<file path="config.mk">
export PLATFORM = sky130hd
export DESIGN_NAME = mip_texel_downsample_core
export DESIGN_NICKNAME = d
export VERILOG_FILES = /design/src/hw/rtl/mtd_pkg.sv /design/src/hw/rtl/mtd_front.sv /design/src/hw/rtl/mtd_job_queue.sv /design/src/hw/rtl/mtd_divider.sv /design/src/hw/rtl/mtd_isqrt.sv /design/src/hw/rtl/mtd_back.sv /design/src/hw/rtl/mip_texel_downsample_core.sv
export SDC_FILE = /design/constraint.sdc
export NUM_CORES = 2
export LEC_CHECK = 0
export ABC_CLOCK_PERIOD_IN_PS = 18300
export BUFFER_PORTS_ARGS = -buffer_cell sky130_fd_sc_hd__buf_2
export CORE_MARGIN = 2
export CORE_UTILIZATION = 40
export CTS_CLUSTER_DIAMETER = 50
export CTS_CLUSTER_SIZE = 28
export DETAILED_ROUTE_END_ITERATION = 10
export PLACE_DENSITY_LB_ADDON = 0.12
export SYNTH_ARGS = -nofsm -noshare
export SYNTH_HDL_FRONTEND = slang
export SYNTH_SLANG_ARGS = --single-unit
</file>
<file path="constraint.sdc">
create_clock -name clk -period 18.3 [get_ports clk]
set_clock_uncertainty 0.2 [all_clocks]
set_input_delay 0.915 -clock clk [delete_from_list [all_inputs] [get_ports clk]]
set_output_delay 0.915 -clock clk [all_outputs]
set_load 0.01 [all_outputs]
</file>
<file path="src/hw/rtl/mtd_pkg.sv">
`timescale 1ns / 1ps
// ----------------------------------------------------------------------------
// mtd_pkg
// Shared types, widths, mode codes and the sRGB decode table for the mip
// texel downsampler.
// ----------------------------------------------------------------------------
package mtd_pkg;

  // Footprint and accumulator sizing.
  localparam int MaxFootprint = 9;
  localparam int CNT_W  = 4;
  localparam int CSUM_W = 21;
  localparam int ASUM_W = 12;
  localparam int MODE_W = 2;

  // Divider, square root and square widths.
  localparam int DVD_W  = 46;
  localparam int DVS_W  = 32;
  localparam int STEP_W = 6;
  localparam int RAD_W  = 64;
  localparam int ROOT_W = 32;
  localparam int MAG_W  = 21;
  localparam int SQ_W   = 43;

  localparam logic [STEP_W-1:0] MEAN_STEPS = STEP_W'(CSUM_W);
  localparam logic [STEP_W-1:0] NORM_STEPS = STEP_W'(DVD_W);

  // Filter mode codes. The unused code filters as linear.
  localparam logic [MODE_W-1:0] MODE_LINEAR = 2'd0;
  localparam logic [MODE_W-1:0] MODE_SRGB   = 2'd1;
  localparam logic [MODE_W-1:0] MODE_NORMAL = 2'd2;

  // One finished footprint handed from the front to the back.
  typedef struct packed {
    logic [2:0][CSUM_W-1:0] csum;
    logic [ASUM_W-1:0]      asum;
    logic [CNT_W-1:0]       n;
    logic [MODE_W-1:0]      mode;
  } job_t;

  // One downsampled texel.
  typedef struct packed {
    logic [7:0] red;
    logic [7:0] green;
    logic [7:0] blue;
    logic [7:0] alpha;
  } texel_t;

  // Back-end sequencer states.
  typedef enum logic [3:0] {
    ST_IDLE,
    ST_MEAN_GO,
    ST_MEAN_WAIT,
    ST_SRCH,
    ST_PICK,
    ST_SQ,
    ST_SQRT_GO,
    ST_SQRT_WAIT,
    ST_NDIV_GO,
    ST_NDIV_WAIT,
    ST_DONE
  } bk_state_t;

  // sRGB byte to linear UNORM16.
  localparam logic [15:0] SRGB_LUT [0:255] = '{
    16'd0, 16'd20, 16'd40, 16'd60, 16'd80, 16'd99, 16'd119, 16'd139,
    16'd159, 16'd179, 16'd199, 16'd219, 16'd241, 16'd264, 16'd288, 16'd313,
    16'd340, 16'd367, 16'd396, 16'd427, 16'd458, 16'd491, 16'd526, 16'd562,
    16'd599, 16'd637, 16'd677, 16'd718, 16'd761, 16'd805, 16'd851, 16'd898,
    16'd947, 16'd997, 16'd1048, 16'd1101, 16'd1156, 16'd1212, 16'd1270, 16'd1330,
    16'd1391, 16'd1453, 16'd1517, 16'd1583, 16'd1651, 16'd1720, 16'd1790, 16'd1863,
    16'd1937, 16'd2013, 16'd2090, 16'd2170, 16'd2250, 16'd2333, 16'd2418, 16'd2504,
    16'd2592, 16'd2681, 16'd2773, 16'd2866, 16'd2961, 16'd3058, 16'd3157, 16'd3258,
    16'd3360, 16'd3464, 16'd3570, 16'd3678, 16'd3788, 16'd3900, 16'd4014, 16'd4129,
    16'd4247, 16'd4366, 16'd4488, 16'd4611, 16'd4736, 16'd4864, 16'd4993, 16'd5124,
    16'd5257, 16'd5392, 16'd5530, 16'd5669, 16'd5810, 16'd5953, 16'd6099, 16'd6246,
    16'd6395, 16'd6547, 16'd6700, 16'd6856, 16'd7014, 16'd7174, 16'd7335, 16'd7500,
    16'd7666, 16'd7834, 16'd8004, 16'd8177, 16'd8352, 16'd8528, 16'd8708, 16'd8889,
    16'd9072, 16'd9258, 16'd9445, 16'd9635, 16'd9828, 16'd10022, 16'd10219, 16'd10417,
    16'd10619, 16'd10822, 16'd11028, 16'd11235, 16'd11446, 16'd11658, 16'd11873, 16'd12090,
    16'd12309, 16'd12530, 16'd12754, 16'd12980, 16'd13209, 16'd13440, 16'd13673, 16'd13909,
    16'd14146, 16'd14387, 16'd14629, 16'd14874, 16'd15122, 16'd15371, 16'd15623, 16'd15878,
    16'd16135, 16'd16394, 16'd16656, 16'd16920, 16'd17187, 16'd17456, 16'd17727, 16'd18001,
    16'd18277, 16'd18556, 16'd18837, 16'd19121, 16'd19407, 16'd19696, 16'd19987, 16'd20281,
    16'd20577, 16'd20876, 16'd21177, 16'd21481, 16'd21787, 16'd22096, 16'd22407, 16'd22721,
    16'd23038, 16'd23357, 16'd23678, 16'd24002, 16'd24329, 16'd24658, 16'd24990, 16'd25325,
    16'd25662, 16'd26001, 16'd26344, 16'd26688, 16'd27036, 16'd27386, 16'd27739, 16'd28094,
    16'd28452, 16'd28813, 16'd29176, 16'd29542, 16'd29911, 16'd30282, 16'd30656, 16'd31033,
    16'd31412, 16'd31794, 16'd32179, 16'd32567, 16'd32957, 16'd33350, 16'd33745, 16'd34143,
    16'd34544, 16'd34948, 16'd35355, 16'd35764, 16'd36176, 16'd36591, 16'd37008, 16'd37429,
    16'd37852, 16'd38278, 16'd38706, 16'd39138, 16'd39572, 16'd40009, 16'd40449, 16'd40891,
    16'd41337, 16'd41785, 16'd42236, 16'd42690, 16'd43147, 16'd43606, 16'd44069, 16'd44534,
    16'd45002, 16'd45473, 16'd45947, 16'd46423, 16'd46903, 16'd47385, 16'd47871, 16'd48359,
    16'd48850, 16'd49344, 16'd49841, 16'd50341, 16'd50844, 16'd51349, 16'd51858, 16'd52369,
    16'd52884, 16'd53401, 16'd53921, 16'd54445, 16'd54971, 16'd55500, 16'd56032, 16'd56567,
    16'd57105, 16'd57646, 16'd58190, 16'd58737, 16'd59287, 16'd59840, 16'd60396, 16'd60955,
    16'd61517, 16'd62082, 16'd62650, 16'd63221, 16'd63795, 16'd64372, 16'd64952, 16'd65535
  };

endpackage

</file>
<file path="src/hw/rtl/mtd_front.sv">
`timescale 1ns / 1ps
// ----------------------------------------------------------------------------
// mtd_front
// Accumulates the texels of one footprint and hands the finished sums to
// the back end as one job.
// ----------------------------------------------------------------------------
module mtd_front import mtd_pkg::*; (
  input  logic              clk,
  input  logic              rst_n,
  input  logic              accept,
  input  logic [7:0]        red,
  input  logic [7:0]        green,
  input  logic [7:0]        blue,
  input  logic [7:0]        alpha,
  input  logic              last,
  input  logic [MODE_W-1:0] mode,
  output logic              job_push,
  output job_t              job
);

  logic [2:0][CSUM_W-1:0] csum_r, csum_nxt;
  logic [ASUM_W-1:0]      asum_r, asum_nxt;
  logic [CNT_W-1:0]       cnt_r, cnt_nxt;
  logic [2:0][7:0]        bytes;
  logic [2:0][CSUM_W-1:0] addend;

  assign bytes = {blue, green, red};

  // Per-channel addend: decoded table value in sRGB mode, raw byte otherwise.
  always_comb begin
    for (int c = 0; c < 3; c++) begin
      addend[c] = (mode == MODE_SRGB) ? CSUM_W'(SRGB_LUT[bytes[c]]) : CSUM_W'(bytes[c]);
    end
  end

  // Sums with the current texel folded in; a full footprint ignores more texels.
  always_comb begin
    csum_nxt = csum_r;
    asum_nxt = asum_r;
    cnt_nxt  = cnt_r;
    if (cnt_r < CNT_W'(MaxFootprint)) begin
      for (int c = 0; c < 3; c++) begin
        csum_nxt[c] = csum_r[c] + addend[c];
      end
      asum_nxt = asum_r + ASUM_W'(alpha);
      cnt_nxt  = cnt_r + CNT_W'(1);
    end
  end

  assign job_push  = accept && last;
  assign job.csum  = csum_nxt;
  assign job.asum  = asum_nxt;
  assign job.n     = cnt_nxt;
  assign job.mode  = mode;

  // Accumulators clear once the footprint is handed over.
  always_ff @(posedge clk) begin
    if (!rst_n) begin
      csum_r <= '0;
      asum_r <= '0;
      cnt_r  <= '0;
    end else if (accept) begin
      if (last) begin
        csum_r <= '0;
        asum_r <= '0;
        cnt_r  <= '0;
      end else begin
        csum_r <= csum_nxt;
        asum_r <= asum_nxt;
        cnt_r  <= cnt_nxt;
      end
    end
  end

endmodule

</file>
<file path="src/hw/rtl/mtd_job_queue.sv">
`timescale 1ns / 1ps
// ----------------------------------------------------------------------------
// mtd_job_queue
// Two-entry queue of finished footprints between the front and the back end.
// ----------------------------------------------------------------------------
module mtd_job_queue import mtd_pkg::*; (
  input  logic clk,
  input  logic rst_n,
  input  logic push,
  input  job_t wdata,
  output logic full,
  input  logic pop,
  output job_t rdata,
  output logic empty
);

  job_t       mem_r [2];
  logic       wptr_r, rptr_r;
  logic [1:0] cnt_r;

  assign full  = (cnt_r == 2'd2);
  assign empty = (cnt_r == 2'd0);
  assign rdata = mem_r[rptr_r];

  // Storage is written only on a push transfer.
  always_ff @(posedge clk) begin
    if (push) begin
      mem_r[wptr_r] <= wdata;
    end
  end

  // Pointers and fill count.
  always_ff @(posedge clk) begin
    if (!rst_n) begin
      wptr_r <= 1'b0;
      rptr_r <= 1'b0;
      cnt_r  <= 2'd0;
    end else begin
      if (push) wptr_r <= ~wptr_r;
      if (pop)  rptr_r <= ~rptr_r;
      if (push && !pop)      cnt_r <= cnt_r + 2'd1;
      else if (pop && !push) cnt_r <= cnt_r - 2'd1;
    end
  end

endmodule

</file>
<file path="src/hw/rtl/mtd_divider.sv">
`timescale 1ns / 1ps
// ----------------------------------------------------------------------------
// mtd_divider
// Restoring divider, one quotient bit per cycle. The dividend is taken from
// its top bits, so a short division loads its value left-aligned and runs
// fewer steps.
// ----------------------------------------------------------------------------
module mtd_divider import mtd_pkg::*; (
  input  logic              clk,
  input  logic              rst_n,
  input  logic              start,
  input  logic [DVD_W-1:0]  dividend,
  input  logic [DVS_W-1:0]  divisor,
  input  logic [STEP_W-1:0] steps,
  output logic              done,
  output logic [DVD_W-1:0]  quotient
);

  logic              busy_r, done_r;
  logic [STEP_W-1:0] cnt_r;
  logic [DVD_W-1:0]  dvd_r, quo_r;
  logic [DVS_W-1:0]  dvs_r, rem_r;
  logic [DVS_W:0]    rem_sh, rem_sub;
  logic              ge;

  // One trial subtraction per cycle.
  assign rem_sh  = {rem_r, dvd_r[DVD_W-1]};
  assign ge      = rem_sh >= {1'b0, dvs_r};
  assign rem_sub = rem_sh - {1'b0, dvs_r};

  assign done     = done_r;
  assign quotient = quo_r;

  // Step control.
  always_ff @(posedge clk) begin
    if (!rst_n) begin
      busy_r <= 1'b0;
      done_r <= 1'b0;
      cnt_r  <= '0;
    end else begin
      done_r <= 1'b0;
      if (start && !busy_r) begin
        busy_r <= 1'b1;
        cnt_r  <= steps;
      end else if (busy_r) begin
        cnt_r <= cnt_r - STEP_W'(1);
        if (cnt_r == STEP_W'(1)) begin
          busy_r <= 1'b0;
          done_r <= 1'b1;
        end
      end
    end
  end

  // Datapath.
  always_ff @(posedge clk) begin
    if (start && !busy_r) begin
      dvd_r <= dividend;
      dvs_r <= divisor;
      rem_r <= '0;
      quo_r <= '0;
    end else if (busy_r) begin
      dvd_r <= {dvd_r[DVD_W-2:0], 1'b0};
      rem_r <= ge ? rem_sub[DVS_W-1:0] : rem_sh[DVS_W-1:0];
      quo_r <= {quo_r[DVD_W-2:0], ge};
    end
  end

endmodule

</file>
<file path="src/hw/rtl/mtd_isqrt.sv">
`timescale 1ns / 1ps
// ----------------------------------------------------------------------------
// mtd_isqrt
// Integer square root, one result bit per cycle.
// ----------------------------------------------------------------------------
module mtd_isqrt import mtd_pkg::*; (
  input  logic              clk,
  input  logic              rst_n,
  input  logic              start,
  input  logic [RAD_W-1:0]  radicand,
  output logic              done,
  output logic [ROOT_W-1:0] root
);

  logic             busy_r, done_r;
  logic [RAD_W-1:0] v_r, root_r, probe_r;
  logic [RAD_W-1:0] trial;
  logic             ge;

  assign trial = root_r + probe_r;
  assign ge    = v_r >= trial;
  assign done  = done_r;
  assign root  = root_r[ROOT_W-1:0];

  // Control: the probe walks down two bits a cycle until it reaches one.
  always_ff @(posedge clk) begin
    if (!rst_n) begin
      busy_r <= 1'b0;
      done_r <= 1'b0;
    end else begin
      done_r <= 1'b0;
      if (start && !busy_r) begin
        busy_r <= 1'b1;
      end else if (busy_r && probe_r == RAD_W'(1)) begin
        busy_r <= 1'b0;
        done_r <= 1'b1;
      end
    end
  end

  // Digit-by-digit datapath.
  always_ff @(posedge clk) begin
    if (start && !busy_r) begin
      v_r     <= radicand;
      root_r  <= '0;
      probe_r <= RAD_W'(1) << (RAD_W - 2);
    end else if (busy_r) begin
      if (ge) begin
        v_r    <= v_r - trial;
        root_r <= (root_r >> 1) + probe_r;
      end else begin
        root_r <= root_r >> 1;
      end
      probe_r <= probe_r >> 2;
    end
  end

endmodule

</file>
<file path="src/hw/rtl/mtd_back.sv">
`timescale 1ns / 1ps
// ----------------------------------------------------------------------------
// mtd_back
// Sequencer that turns one footprint job into one texel: rounded means,
// sRGB re-encode search, and normal-vector renormalization.
// ----------------------------------------------------------------------------
module mtd_back import mtd_pkg::*; (
  input  logic   clk,
  input  logic   rst_n,
  input  logic   job_empty,
  input  job_t   job_in,
  output logic   job_pop,
  output logic   res_valid,
  input  logic   res_take,
  output texel_t res
);

  bk_state_t         state_r, state_nxt;
  job_t              job_r, job_nxt;
  logic [1:0]        ch_r, ch_nxt;
  logic [3:0][7:0]   chan_r, chan_nxt;
  logic [SQ_W-1:0]   sq_r, sq_nxt;
  logic [ROOT_W-1:0] len_r, len_nxt;
  logic [15:0]       lin_r, lin_nxt;
  logic [7:0]        idx_r, idx_nxt;
  logic [2:0]        bit_r, bit_nxt;
  logic              neg_r, neg_nxt;

  logic              div_start, div_done;
  logic [DVD_W-1:0]  div_dvd, div_quo;
  logic [DVS_W-1:0]  div_dvs;
  logic [STEP_W-1:0] div_steps;
  logic              sqrt_start, sqrt_done;
  logic [ROOT_W-1:0] sqrt_root;

  logic [CSUM_W-1:0] sum_sel, mean_num;
  logic [11:0]       n255;
  logic [22:0]       s_val;
  logic              s_neg;
  logic [22:0]       s_abs;
  logic [MAG_W-1:0]  s_mag;
  logic [2*MAG_W-1:0] s_sq;
  logic [28:0]       mag255;
  logic [DVD_W-1:0]  norm_dvd;
  logic [7:0]        srch_t, pick_lo_idx;
  logic [15:0]       pick_lo, pick_hi;
  logic [7:0]        norm_v;
  logic [8:0]        qm;
  logic              qbig;
  logic              is_normal;

  // Sum for the channel in work; the fourth channel is alpha.
  always_comb begin
    case (ch_r)
      2'd0:    sum_sel = job_r.csum[0];
      2'd1:    sum_sel = job_r.csum[1];
      2'd2:    sum_sel = job_r.csum[2];
      default: sum_sel = CSUM_W'(job_r.asum);
    endcase
  end

  assign mean_num = sum_sel + CSUM_W'(job_r.n >> 1);

  // Signed normal component 2*sum - 255*n and its magnitude.
  assign n255   = {job_r.n, 8'b0} - {8'b0, job_r.n};
  assign s_val  = {1'b0, sum_sel, 1'b0} - {11'b0, n255};
  assign s_neg  = s_val[22];
  assign s_abs  = s_neg ? (23'd0 - s_val) : s_val;
  assign s_mag  = s_abs[MAG_W-1:0];
  assign s_sq   = s_mag * s_mag;
  assign mag255 = {s_mag, 8'b0} - {8'b0, s_mag};
  assign norm_dvd = {1'b0, mag255, 16'b0} + DVD_W'(len_r[ROOT_W-1:1]);

  // Divider operand select.
  assign div_dvd   = (state_r == ST_NDIV_GO) ? norm_dvd : {mean_num, 25'b0};
  assign div_dvs   = (state_r == ST_NDIV_GO) ? len_r : DVS_W'(job_r.n);
  assign div_steps = (state_r == ST_NDIV_GO) ? NORM_STEPS : MEAN_STEPS;

  // Table index probe for the re-encode search.
  assign srch_t      = idx_r | (8'd1 << bit_r);
  assign pick_lo_idx = idx_r - 8'd1;
  assign pick_lo     = SRGB_LUT[pick_lo_idx];
  assign pick_hi     = SRGB_LUT[idx_r];

  // Normal output byte: (q + 256) / 2, clamped to a byte.
  assign qbig = |div_quo[DVD_W-1:9];
  assign qm   = div_quo[8:0];
  always_comb begin
    if (neg_r) begin
      if (qbig || qm >= 9'd256) norm_v = 8'd0;
      else                      norm_v = 8'((9'd256 - qm) >> 1);
    end else begin
      if (qbig || qm >= 9'd255) norm_v = 8'd255;
      else                      norm_v = 8'(({1'b0, qm} + 10'd256) >> 1);
    end
  end

  assign is_normal = (job_r.mode == MODE_NORMAL);

  // Next state and datapath updates.
  always_comb begin
    state_nxt  = state_r;
    job_nxt    = job_r;
    ch_nxt     = ch_r;
    chan_nxt   = chan_r;
    sq_nxt     = sq_r;
    len_nxt    = len_r;
    lin_nxt    = lin_r;
    idx_nxt    = idx_r;
    bit_nxt    = bit_r;
    neg_nxt    = neg_r;
    job_pop    = 1'b0;
    div_start  = 1'b0;
    sqrt_start = 1'b0;
    unique case (state_r)
      ST_IDLE: begin
        if (!job_empty) begin
          job_pop   = 1'b1;
          job_nxt   = job_in;
          ch_nxt    = 2'd0;
          sq_nxt    = '0;
          state_nxt = (job_in.mode == MODE_NORMAL) ? ST_SQ : ST_MEAN_GO;
        end
      end
      ST_MEAN_GO: begin
        div_start = 1'b1;
        state_nxt = ST_MEAN_WAIT;
      end
      ST_MEAN_WAIT: begin
        if (div_done) begin
          if (job_r.mode == MODE_SRGB && ch_r != 2'd3) begin
            lin_nxt   = div_quo[15:0];
            idx_nxt   = 8'd0;
            bit_nxt   = 3'd7;
            state_nxt = ST_SRCH;
          end else begin
            chan_nxt[ch_r] = div_quo[7:0];
            if (ch_r == 2'd3) begin
              state_nxt = ST_DONE;
            end else begin
              ch_nxt    = ch_r + 2'd1;
              state_nxt = ST_MEAN_GO;
            end
          end
        end
      end
      ST_SRCH: begin
        // Count the table entries below the linear value, MSB first.
        if (SRGB_LUT[srch_t - 8'd1] < lin_r) idx_nxt = srch_t;
        bit_nxt = bit_r - 3'd1;
        if (bit_r == 3'd0) state_nxt = ST_PICK;
      end
      ST_PICK: begin
        // Nearest of the two neighbors, ties to the lower index.
        if (idx_r == 8'd0) begin
          chan_nxt[ch_r] = 8'd0;
        end else if ((lin_r - pick_lo) <= (pick_hi - lin_r)) begin
          chan_nxt[ch_r] = pick_lo_idx;
        end else begin
          chan_nxt[ch_r] = idx_r;
        end
        ch_nxt    = ch_r + 2'd1;
        state_nxt = ST_MEAN_GO;
      end
      ST_SQ: begin
        sq_nxt = sq_r + SQ_W'(s_sq);
        if (ch_r == 2'd2) begin
          ch_nxt    = 2'd0;
          state_nxt = ST_SQRT_GO;
        end else begin
          ch_nxt = ch_r + 2'd1;
        end
      end
      ST_SQRT_GO: begin
        if (sq_r == '0) begin
          // Zero vector: straight up.
          chan_nxt[0] = 8'd128;
          chan_nxt[1] = 8'd128;
          chan_nxt[2] = 8'd255;
          ch_nxt      = 2'd3;
          state_nxt   = ST_MEAN_GO;
        end else begin
          sqrt_start = 1'b1;
          state_nxt  = ST_SQRT_WAIT;
        end
      end
      ST_SQRT_WAIT: begin
        if (sqrt_done) begin
          len_nxt   = sqrt_root;
          ch_nxt    = 2'd0;
          state_nxt = ST_NDIV_GO;
        end
      end
      ST_NDIV_GO: begin
        div_start = 1'b1;
        neg_nxt   = s_neg;
        state_nxt = ST_NDIV_WAIT;
      end
      ST_NDIV_WAIT: begin
        if (div_done) begin
          chan_nxt[ch_r] = norm_v;
          ch_nxt         = ch_r + 2'd1;
          state_nxt      = (is_normal && ch_r != 2'd2) ? ST_NDIV_GO : ST_MEAN_GO;
        end
      end
      ST_DONE: begin
        if (res_take) state_nxt = ST_IDLE;
      end
      default: state_nxt = ST_IDLE;
    endcase
  end

  // State register.
  always_ff @(posedge clk) begin
    if (!rst_n) state_r <= ST_IDLE;
    else        state_r <= state_nxt;
  end

  // Working registers.
  always_ff @(posedge clk) begin
    job_r  <= job_nxt;
    ch_r   <= ch_nxt;
    chan_r <= chan_nxt;
    sq_r   <= sq_nxt;
    len_r  <= len_nxt;
    lin_r  <= lin_nxt;
    idx_r  <= idx_nxt;
    bit_r  <= bit_nxt;
    neg_r  <= neg_nxt;
  end

  assign res_valid = (state_r == ST_DONE);
  assign res.red   = chan_r[0];
  assign res.green = chan_r[1];
  assign res.blue  = chan_r[2];
  assign res.alpha = chan_r[3];

  mtd_divider u_div (
    .clk      (clk),
    .rst_n    (rst_n),
    .start    (div_start),
    .dividend (div_dvd),
    .divisor  (div_dvs),
    .steps    (div_steps),
    .done     (div_done),
    .quotient (div_quo)
  );

  mtd_isqrt u_sqrt (
    .clk      (clk),
    .rst_n    (rst_n),
    .start    (sqrt_start),
    .radicand ({sq_r[31:0], 32'b0}),
    .done     (sqrt_done),
    .root     (sqrt_root)
  );

endmodule

</file>
<file path="src/hw/rtl/mip_texel_downsample_core.sv">
`timescale 1ns / 1ps
// ----------------------------------------------------------------------------
// mip_texel_downsample_core
// Box-filter mipmap downsampler for RGBA8 texels with linear, sRGB and
// normal-map modes.
// ----------------------------------------------------------------------------
// The front end takes one texel per cycle while the job queue has room
// and adds it into the footprint sums; a texel with in_last_texel set
// closes the footprint and passes it to a two-entry job queue, and
// in_full is high while that queue is full. The back end works one
// footprint at a time with a shared restoring divider (one bit per cycle)
// and a square root: a rounded mean per channel in linear mode, with an
// eight-step table search and a pick per color in sRGB mode, and squares,
// the root and a division per component in normal mode. The finished texel
// waits in an output register while the back end starts the next footprint.
// ----------------------------------------------------------------------------
module mip_texel_downsample_core import mtd_pkg::*; (
  input  logic       clk,
  input  logic       rst_n,
  input  logic       in_push,
  output logic       in_full,
  input  logic [7:0] in_red_in,
  input  logic [7:0] in_green_in,
  input  logic [7:0] in_blue_in,
  input  logic [7:0] in_alpha_in,
  input  logic       in_last_texel,
  output logic       out_empty,
  input  logic       out_pop,
  output logic [7:0] out_red_out,
  output logic [7:0] out_green_out,
  output logic [7:0] out_blue_out,
  output logic [7:0] out_alpha_out,
  input  logic       cfg_valid,
  output logic       cfg_ready,
  input  logic [1:0] cfg_filter_mode
);

  logic [MODE_W-1:0] mode_r;
  logic              in_xfer;
  logic              fe_push;
  job_t              fe_job;
  logic              jq_full, jq_empty, bk_pop;
  job_t              jq_job;
  logic              bk_res_valid, out_load;
  texel_t            bk_res;
  logic              out_valid_r;
  texel_t            out_data_r;

  // Filter mode register.
  assign cfg_ready = 1'b1;
  always_ff @(posedge clk) begin
    if (!rst_n)         mode_r <= MODE_LINEAR;
    else if (cfg_valid) mode_r <= cfg_filter_mode;
  end

  assign in_full = jq_full;
  assign in_xfer = in_push && !jq_full;

  mtd_front u_front (
    .clk      (clk),
    .rst_n    (rst_n),
    .accept   (in_xfer),
    .red      (in_red_in),
    .green    (in_green_in),
    .blue     (in_blue_in),
    .alpha    (in_alpha_in),
    .last     (in_last_texel),
    .mode     (mode_r),
    .job_push (fe_push),
    .job      (fe_job)
  );

  mtd_job_queue u_queue (
    .clk   (clk),
    .rst_n (rst_n),
    .push  (fe_push),
    .wdata (fe_job),
    .full  (jq_full),
    .pop   (bk_pop),
    .rdata (jq_job),
    .empty (jq_empty)
  );

  mtd_back u_back (
    .clk       (clk),
    .rst_n     (rst_n),
    .job_empty (jq_empty),
    .job_in    (jq_job),
    .job_pop   (bk_pop),
    .res_valid (bk_res_valid),
    .res_take  (out_load),
    .res       (bk_res)
  );

  // Output register: refilled when empty or on the cycle it is popped.
  assign out_load = bk_res_valid && (!out_valid_r || out_pop);

  always_ff @(posedge clk) begin
    if (!rst_n) begin
      out_valid_r <= 1'b0;
    end else if (out_load) begin
      out_valid_r <= 1'b1;
    end else if (out_pop) begin
      out_valid_r <= 1'b0;
    end
  end

  always_ff @(posedge clk) begin
    if (out_load) out_data_r <= bk_res;
  end

  assign out_empty     = !out_valid_r;
  assign out_red_out   = out_data_r.red;
  assign out_green_out = out_data_r.green;
  assign out_blue_out  = out_data_r.blue;
  assign out_alpha_out = out_data_r.alpha;

  // A footprint is never handed to a full job queue.
  assert property (@(posedge clk) disable iff (!rst_n) fe_push |-> !jq_full)
    else $error("job pushed into full queue");

  // The back end only takes a job that is there.
  assert property (@(posedge clk) disable iff (!rst_n) bk_pop |-> !jq_empty)
    else $error("job popped from empty queue");

  // A pop with no refill leaves the result side empty.
  assert property (@(posedge clk) disable iff (!rst_n)
    (out_pop && !out_empty && !out_load) |=> out_empty)
    else $error("result still shown after its transfer");

endmodule

</file>
# After elaboration in Yosys (flattened, before gate mapping)
# Memory sizes are Yosys's and may differ from the RTL's. A register that Yosys moved wholly into a read port is not among the register bits.
# Cells that the tools add are included.
[word_totals] ff_bits=666 mem_bits_rw=162 romBits=24576 input_bits=40 out_inout_bits=35 wordCells=301 mem_count=7
[classes] n_addsub=27 mul=1 magnitude_cmp=15 eq_ne=34 shift=1 muxes=103 bitwise=14 reduce_logical=53
[memory_table] name="(name not given)" depth=256 word_bits=16 read_ports=1 rd_clocked_by_memory_dff=0 write_ports=0 line_no="mtd_back.sv:82" source="assign pick_lo = SRGB_LUT[pick_lo_idx];"
[memory_table] name="(name not given)" depth=256 word_bits=16 read_ports=1 rd_clocked_by_memory_dff=0 write_ports=0 line_no="mtd_back.sv:149" source="if (SRGB_LUT[srch_t - 8'd1] < lin_r) idx_nxt = srch_t;"
[memory_table] name="(name not given)" depth=256 word_bits=16 read_ports=1 rd_clocked_by_memory_dff=0 write_ports=0 line_no="mtd_back.sv:83" source="assign pick_hi = SRGB_LUT[idx_r];"
[memory_table] name="(name not given)" depth=256 word_bits=16 read_ports=1 rd_clocked_by_memory_dff=0 write_ports=0 line_no="mtd_front.sv:32" source="addend[c] = (mode == MODE_SRGB) ? CSUM_W'(SRGB_LUT[bytes[c]]) : CSUM_W'(bytes[c]);"
[memory_table] name="(name not given)" depth=256 word_bits=16 read_ports=1 rd_clocked_by_memory_dff=0 write_ports=0 line_no="mtd_front.sv:32"
[memory_table] name="(name not given)" depth=256 word_bits=16 read_ports=1 rd_clocked_by_memory_dff=0 write_ports=0 line_no="mtd_front.sv:32"
[memory_table] name="+1 memories"
[ops] cell="64-bit 2-to-1 mux" n=4
[ops] cell="16-bit 2-to-1 mux" n=15
[ops] cell="32-bit 2-to-1 mux" n=6
[ops] cell="46-bit 2-to-1 mux" n=3
[ops] cell="32-bit bitwise mux" n=4
[ops] cell="63-bit 2-to-1 mux" n=2
[ops] cell="24-bit case mux with 4 select lines" n=1
[ops] cell="43-bit case mux with 2 select lines" n=1
[ops] cell="63-bit by 63-bit adder with 64-bit output" n=1
[ops] cell="64-bit by 63-bit adder with 64-bit output" n=1
[ops] cell="64-bit >= comparator" n=1
[ops] cell="64-bit subtractor" n=1
[ops] cell="21-bit adder" n=3
[ops] cell="9-bit >= comparator, second input constant" n=7
[ops] cell="21-bit case mux with 3 select lines" n=1
[ops] cell="8-bit 2-to-1 mux" n=7
[ops] cell="8-bit NOT with 9-bit output" n=6
[ops] cell="4-bit 2-to-1 mux" n=13
[ops] cell="45-bit by 31-bit adder with 46-bit output" n=1
[ops] cell="4-bit case mux with 11 select lines" n=1
[ops] cell="43-bit by 42-bit adder with 43-bit output" n=1
[ops] cell="43-bit zero test" n=1
[ops] cell="43-bit 2-to-1 mux" n=1
[ops] cell="21-bit by 21-bit multiplier with 42-bit output" n=1
[ops] cell="other kinds (70)" n=165

# Depth between registers and ports, before layout
[depth] word_depth=10 mapped_depth=54 ltp_nobuf=50

# Hierarchy
# A second synthesis with hierarchy kept.
[unflattened] hier_cells=11507 hier_area_um2=91162.4
[by_module_without_submodules] module="mtd_back" instances=1 cells_each=5392 area_per_inst_um2=41638.7 seq_area_each_um2=6626.4
[by_module_without_submodules] module="mtd_front" instances=1 cells_each=3018 area_per_inst_um2=19139.6 seq_area_each_um2=1581.5
[by_module_without_submodules] module="mtd_isqrt" instances=1 cells_each=1982 area_per_inst_um2=15182.1 seq_area_each_um2=3883.7
[by_module_without_submodules] module="mtd_divider" instances=1 cells_each=795 area_per_inst_um2=8013.9 seq_area_each_um2=4063.9
[by_module_without_submodules] module="mtd_job_queue" instances=1 cells_each=274 area_per_inst_um2=6093.3 seq_area_each_um2=4964.8
[by_module_without_submodules] module="mip_texel_downsample_core" instances=1 cells_each=46 area_per_inst_um2=1094.8 seq_area_each_um2=1021.0

# Least setup slack after synthesis
# No wires, ideal clock.
[synth_path] kind="register -> register" start="register u_back.ch_r[0]" end="register u_back.sq_r[41] (data pin)" setup_time_ns=0.266 t_arrival_ns=12.185 required_ns=17.834 slack_ns=5.649 path_stages_with_launch=52 path_buffers=5 period_less_slack_ns=12.651 path_cell_list="edfxtp_1 -> inv_1 -> ha_1 -> buf_2 -> buf_1 -> clkbuf_1 -> clkbuf_1 -> a222oi_1 -> a21oi_1 -> ha_1 -> a21o_1 -> or4_1 -> o22a_1 -> xnor2_1 -> nand3_1 -> or3_1 -> or2_2 -> o21ai_0 -> [16 not listed] -> inv_1 -> fa_1 -> inv_1 -> ha_1 -> a21oi_1 -> o21bai_1 -> a21o_1 -> a2111oi_0 -> a31oi_1 -> a31oi_1 -> nor3b_1 -> a2111oi_0 -> nor3_1 -> a221o_1 -> a211o_1 -> a21oi_1 -> xor2_1 -> nor2_1"
[synth_between] elab_chain_cells=8 word_cells_on_any_way=10 classes_between="add/sub: 3; mul: 1; eq/ne: 2; mux: 3; reduce/logical: 1"
[synth_rtl] item="start: declaration" line_no="mtd_back.sv:20" source="logic [1:0] ch_r, ch_nxt;"
[synth_rtl] item="start signal: assignment" line_no="mtd_back.sv:222" source="ch_r <= ch_nxt;"
[synth_rtl] item="2-bit equality test (tied with other cells)" line_no="mtd_back.sv:54" source="case (ch_r)"
[synth_rtl] item="21-bit case mux with 3 select lines (*)" line_no="mtd_back.sv:54"
[synth_rtl] item="22-bit by 12-bit subtractor with 23-bit output (*)" line_no="mtd_back.sv:66" source="assign s_val = {1'b0, sum_sel, 1'b0} - {11'b0, n255};"
[synth_rtl] item="1-bit by 21-bit subtractor with 21-bit output" line_no="mtd_back.sv:68" source="assign s_abs = s_neg ? (23'd0 - s_val) : s_val;"
[synth_rtl] item="21-bit 2-to-1 mux (*)" line_no="mtd_back.sv:68"
[synth_rtl] item="21-bit by 21-bit multiplier with 42-bit output (*)" line_no="mtd_back.sv:70" source="assign s_sq = s_mag * s_mag;"
[synth_rtl] item="43-bit by 42-bit adder with 43-bit output (*)" line_no="mtd_back.sv:166" source="sq_nxt = sq_r + SQ_W'(s_sq);"
[synth_rtl] item="43-bit case mux with 2 select lines (*)" line_no="mtd_back.sv:115" source="unique case (state_r)"
[synth_rtl] item="end signal: assignment" line_no="mtd_back.sv:224" source="sq_r <= sq_nxt;"
[synth_rtl] item="end: declaration" line_no="mtd_back.sv:22" source="logic [SQ_W-1:0] sq_r, sq_nxt;"
# Every way passes the cells marked *; elsewhere a longest branch is shown, timed or not.
# A chain may end at the register's enable or synchronous reset.

# Worst setup path in the final report
# Ends and elaborated chain as after synthesis.

==> run metrics <==
cell accounting for the most synthesized area edfxtp_1; Final min period 13.91 ns; Post-synth ARST share 0; Worst Setup End Kind flop; Setup TNS 0 ns; Mapped Area 88,000 um2; Synth Instances 11,325; Setup crit start kind flop; crit-path max cell delay 0.78 ns; Slew Viols, Final 0; ratio of cells with drive above 1 in the final layout 0.0690; area share of the largest cell type after synthesis 0.178; drt via density 6.31; Final setup violation count 0; RSZ-0062 raised after global routing no; Skew-Pair Late Insertion Delay 0.77 ns; final hold vios 0; Port Buffers 73; CTS tree built; DIE HEIGHT 473 um; WP data arrival 14.21 ns; Syn Area/Cell 7.77 um2; Max Freq 0.0719 GHz; type of the worst setup path reg2reg; Vias 87,338; register area share after synthesis 0.248; drt wl/cell 24.6 um; period utilization 0.760; hold buffers post-CTS 0; first-pass GRT wire length 517 mm; fillers 22,176; Synth Register Bits 829; DRC 0; max cap viols 0; initial antenna violation count 10; H-tree depth 3; final core occ 0.431; post-route ant nets 0; slowest stage cell, crit path inv_1; HP Class reg2reg; initial cell density of the core 0.401; CTS sink cnt 829; area grow syn2layout 7.39%; Post-synth EDFFs 522; fin nets 11,878; Storage cell area 21,800 um2; Top FF cell, synth edfxtp_1; postcts setup bufs 0; gr ovfl total 0; CORE AREA 219,000 um2; vias in the first global route 83,025; largest net degree at the start of global routing 162; outcome finished clean; most common cell after layout, fill and taps aside nand2_1; synth warn 0; GPL Wtd Cong 0.971; clk root buf clkbuf_16; post-cts gate resize count 0; Slew Limit Headroom 0.202; Worst-path clk slew 0.07 ns; Routed WL 340 mm; total die area 224,000 um2; Chip Width 473 um; initial DRC count 11,095; cell row count 172; CTS Buf Count 101; area of the multi-input gates 60,500 um2; Crit Path Max Fanout 31; Pre-Repair DR Iteration Count 9; crit-path most repeated cell inv_1; io pins 75; leading cell types in the layout, fill and taps excluded 1,454 x nand2_1, 1,067 x nor2_1, 974 x o21ai_0; dominant cells by area after synthesis edfxtp_1 18%, ha_1 8.6%, fa_1 8.2%; post-synthesis cell type count 99; Clock Tree Buf Depth 3; GRT Total Usage 0.294; Final HPWL DP 241 mm; Worst-Margin Slew 1.19 ns; Post-Syn Nets 12,331; CP required 18.60 ns
==> state kept, by name, indices dropped and copies added, names as in the netlist, 12 cells and up, named ones only <==
signal,flops
u_front.asum_r,12
u_back.u_div.dvd_r,46
u_back.u_sqrt.probe_r,32
u_back.u_sqrt.v_r,64
u_back.u_div.quotient,46
u_queue.mem_r,162
u_back.lin_r,16
u_front.csum_r,63
u_back.u_div.rem_r,32
u_back.job_r,81
u_back.u_div.dvs_r,32
u_back.sq_r,43
u_back.len_r,32
u_back.u_sqrt.root_r,64
==> path summary, 6_finish.rpt <==
kind	startpoint	end	slack [ns]	cells past startpoint
min	flop	out_red_out[6]$_DFFE_PP_	0.25	0
min reg2reg	flop	out_red_out[6]$_DFFE_PP_	0.25	0
max reg2reg	u_back.ch_r[0]$_DFFE_PP_	u_back.sq_r[41]$_SDFFCE_PN0P_	4.39	44
max	u_back.ch_r[0]$_DFFE_PP_	u_back.sq_r[41]$_SDFFCE_PN0P_	4.39	44
==> critical path, delay by kind of cell, from the launching register on <==
family / cells / cell delay, ns
AO/OA/AOI/OAI: 12 / 3.98
XOR/XNOR: 1 / 0.16
adder cells (fa/ha/maj): 10 / 4.35
buffers and inverters: 10 / 1.83
flip-flops: 1 / 0.46
multiplexers: 2 / 0.66
AND/OR/NAND/NOR: 9 / 1.99
==> per-layer routing <==
layer | routed length, um | track usage | share of wire | vias to the layer above
met5 | 28 | 0 | 0.000082 | -
met4 | 13700 | 0.110 | 0.040 | 4
met3 | 28000 | 0.0424 | 0.082 | 861
met2 | 150000 | 0.454 | 0.44 | 4382
met1 | 148000 | 0.414 | 0.44 | 42129
li1 | - | - | - | 39962
==> cells in the mapped netlist, drive strengths merged (218+ instances only) <==
library cell,n
a21oi,941
a31oi,218
clkbuf,698
dfxtp,307
edfxtp,522
fa,361
ha,605
inv,753
nand2,1459
nor2,1075
nor3,270
o21ai,985
xnor2,266
==> through the flow <==
step | hold slack [ns] | area (um2) | setup WS, ns | instances
after floorplan | 0.206 | 88000 | 5.65 | 11325
after CTS | 0.225 | 94500 | 4.48 | 13832
final | 0.253 | 94500 | 4.39 | 13837
after global placement | 0.241 | 90800 | 4.52 | 13640
after detailed placement | 0.241 | 90800 | 4.45 | 13640
after global routing | 0.251 | 94500 | 3.45 | 13834
==> kinds of logic after synthesis <==
family          Yosys count  share of synthesized area
compound gates         3713                      0.269
buf+inv                1613                     0.0690
other cells               1                  0.0000426
xor+xnor                440                     0.0438
fa+ha+maj               967                      0.168
mux                     159                     0.0233
flops                   829                      0.248
simple gates           3603                      0.179
==> layout make-up <==
type	instances	area share
clock inverter	81	0.0113
clock buffer	111	0.0281
inverter	770	0.0306
multi-input combinational	8883	0.640
antenna	5	0.000132
sequential	829	0.231
timing repair buffer	287	0.0212
tap	2871	0.0380
Power is not shown: default switching activity piles up to over one toggle a cycle in this logic, so the estimate is an artifact.
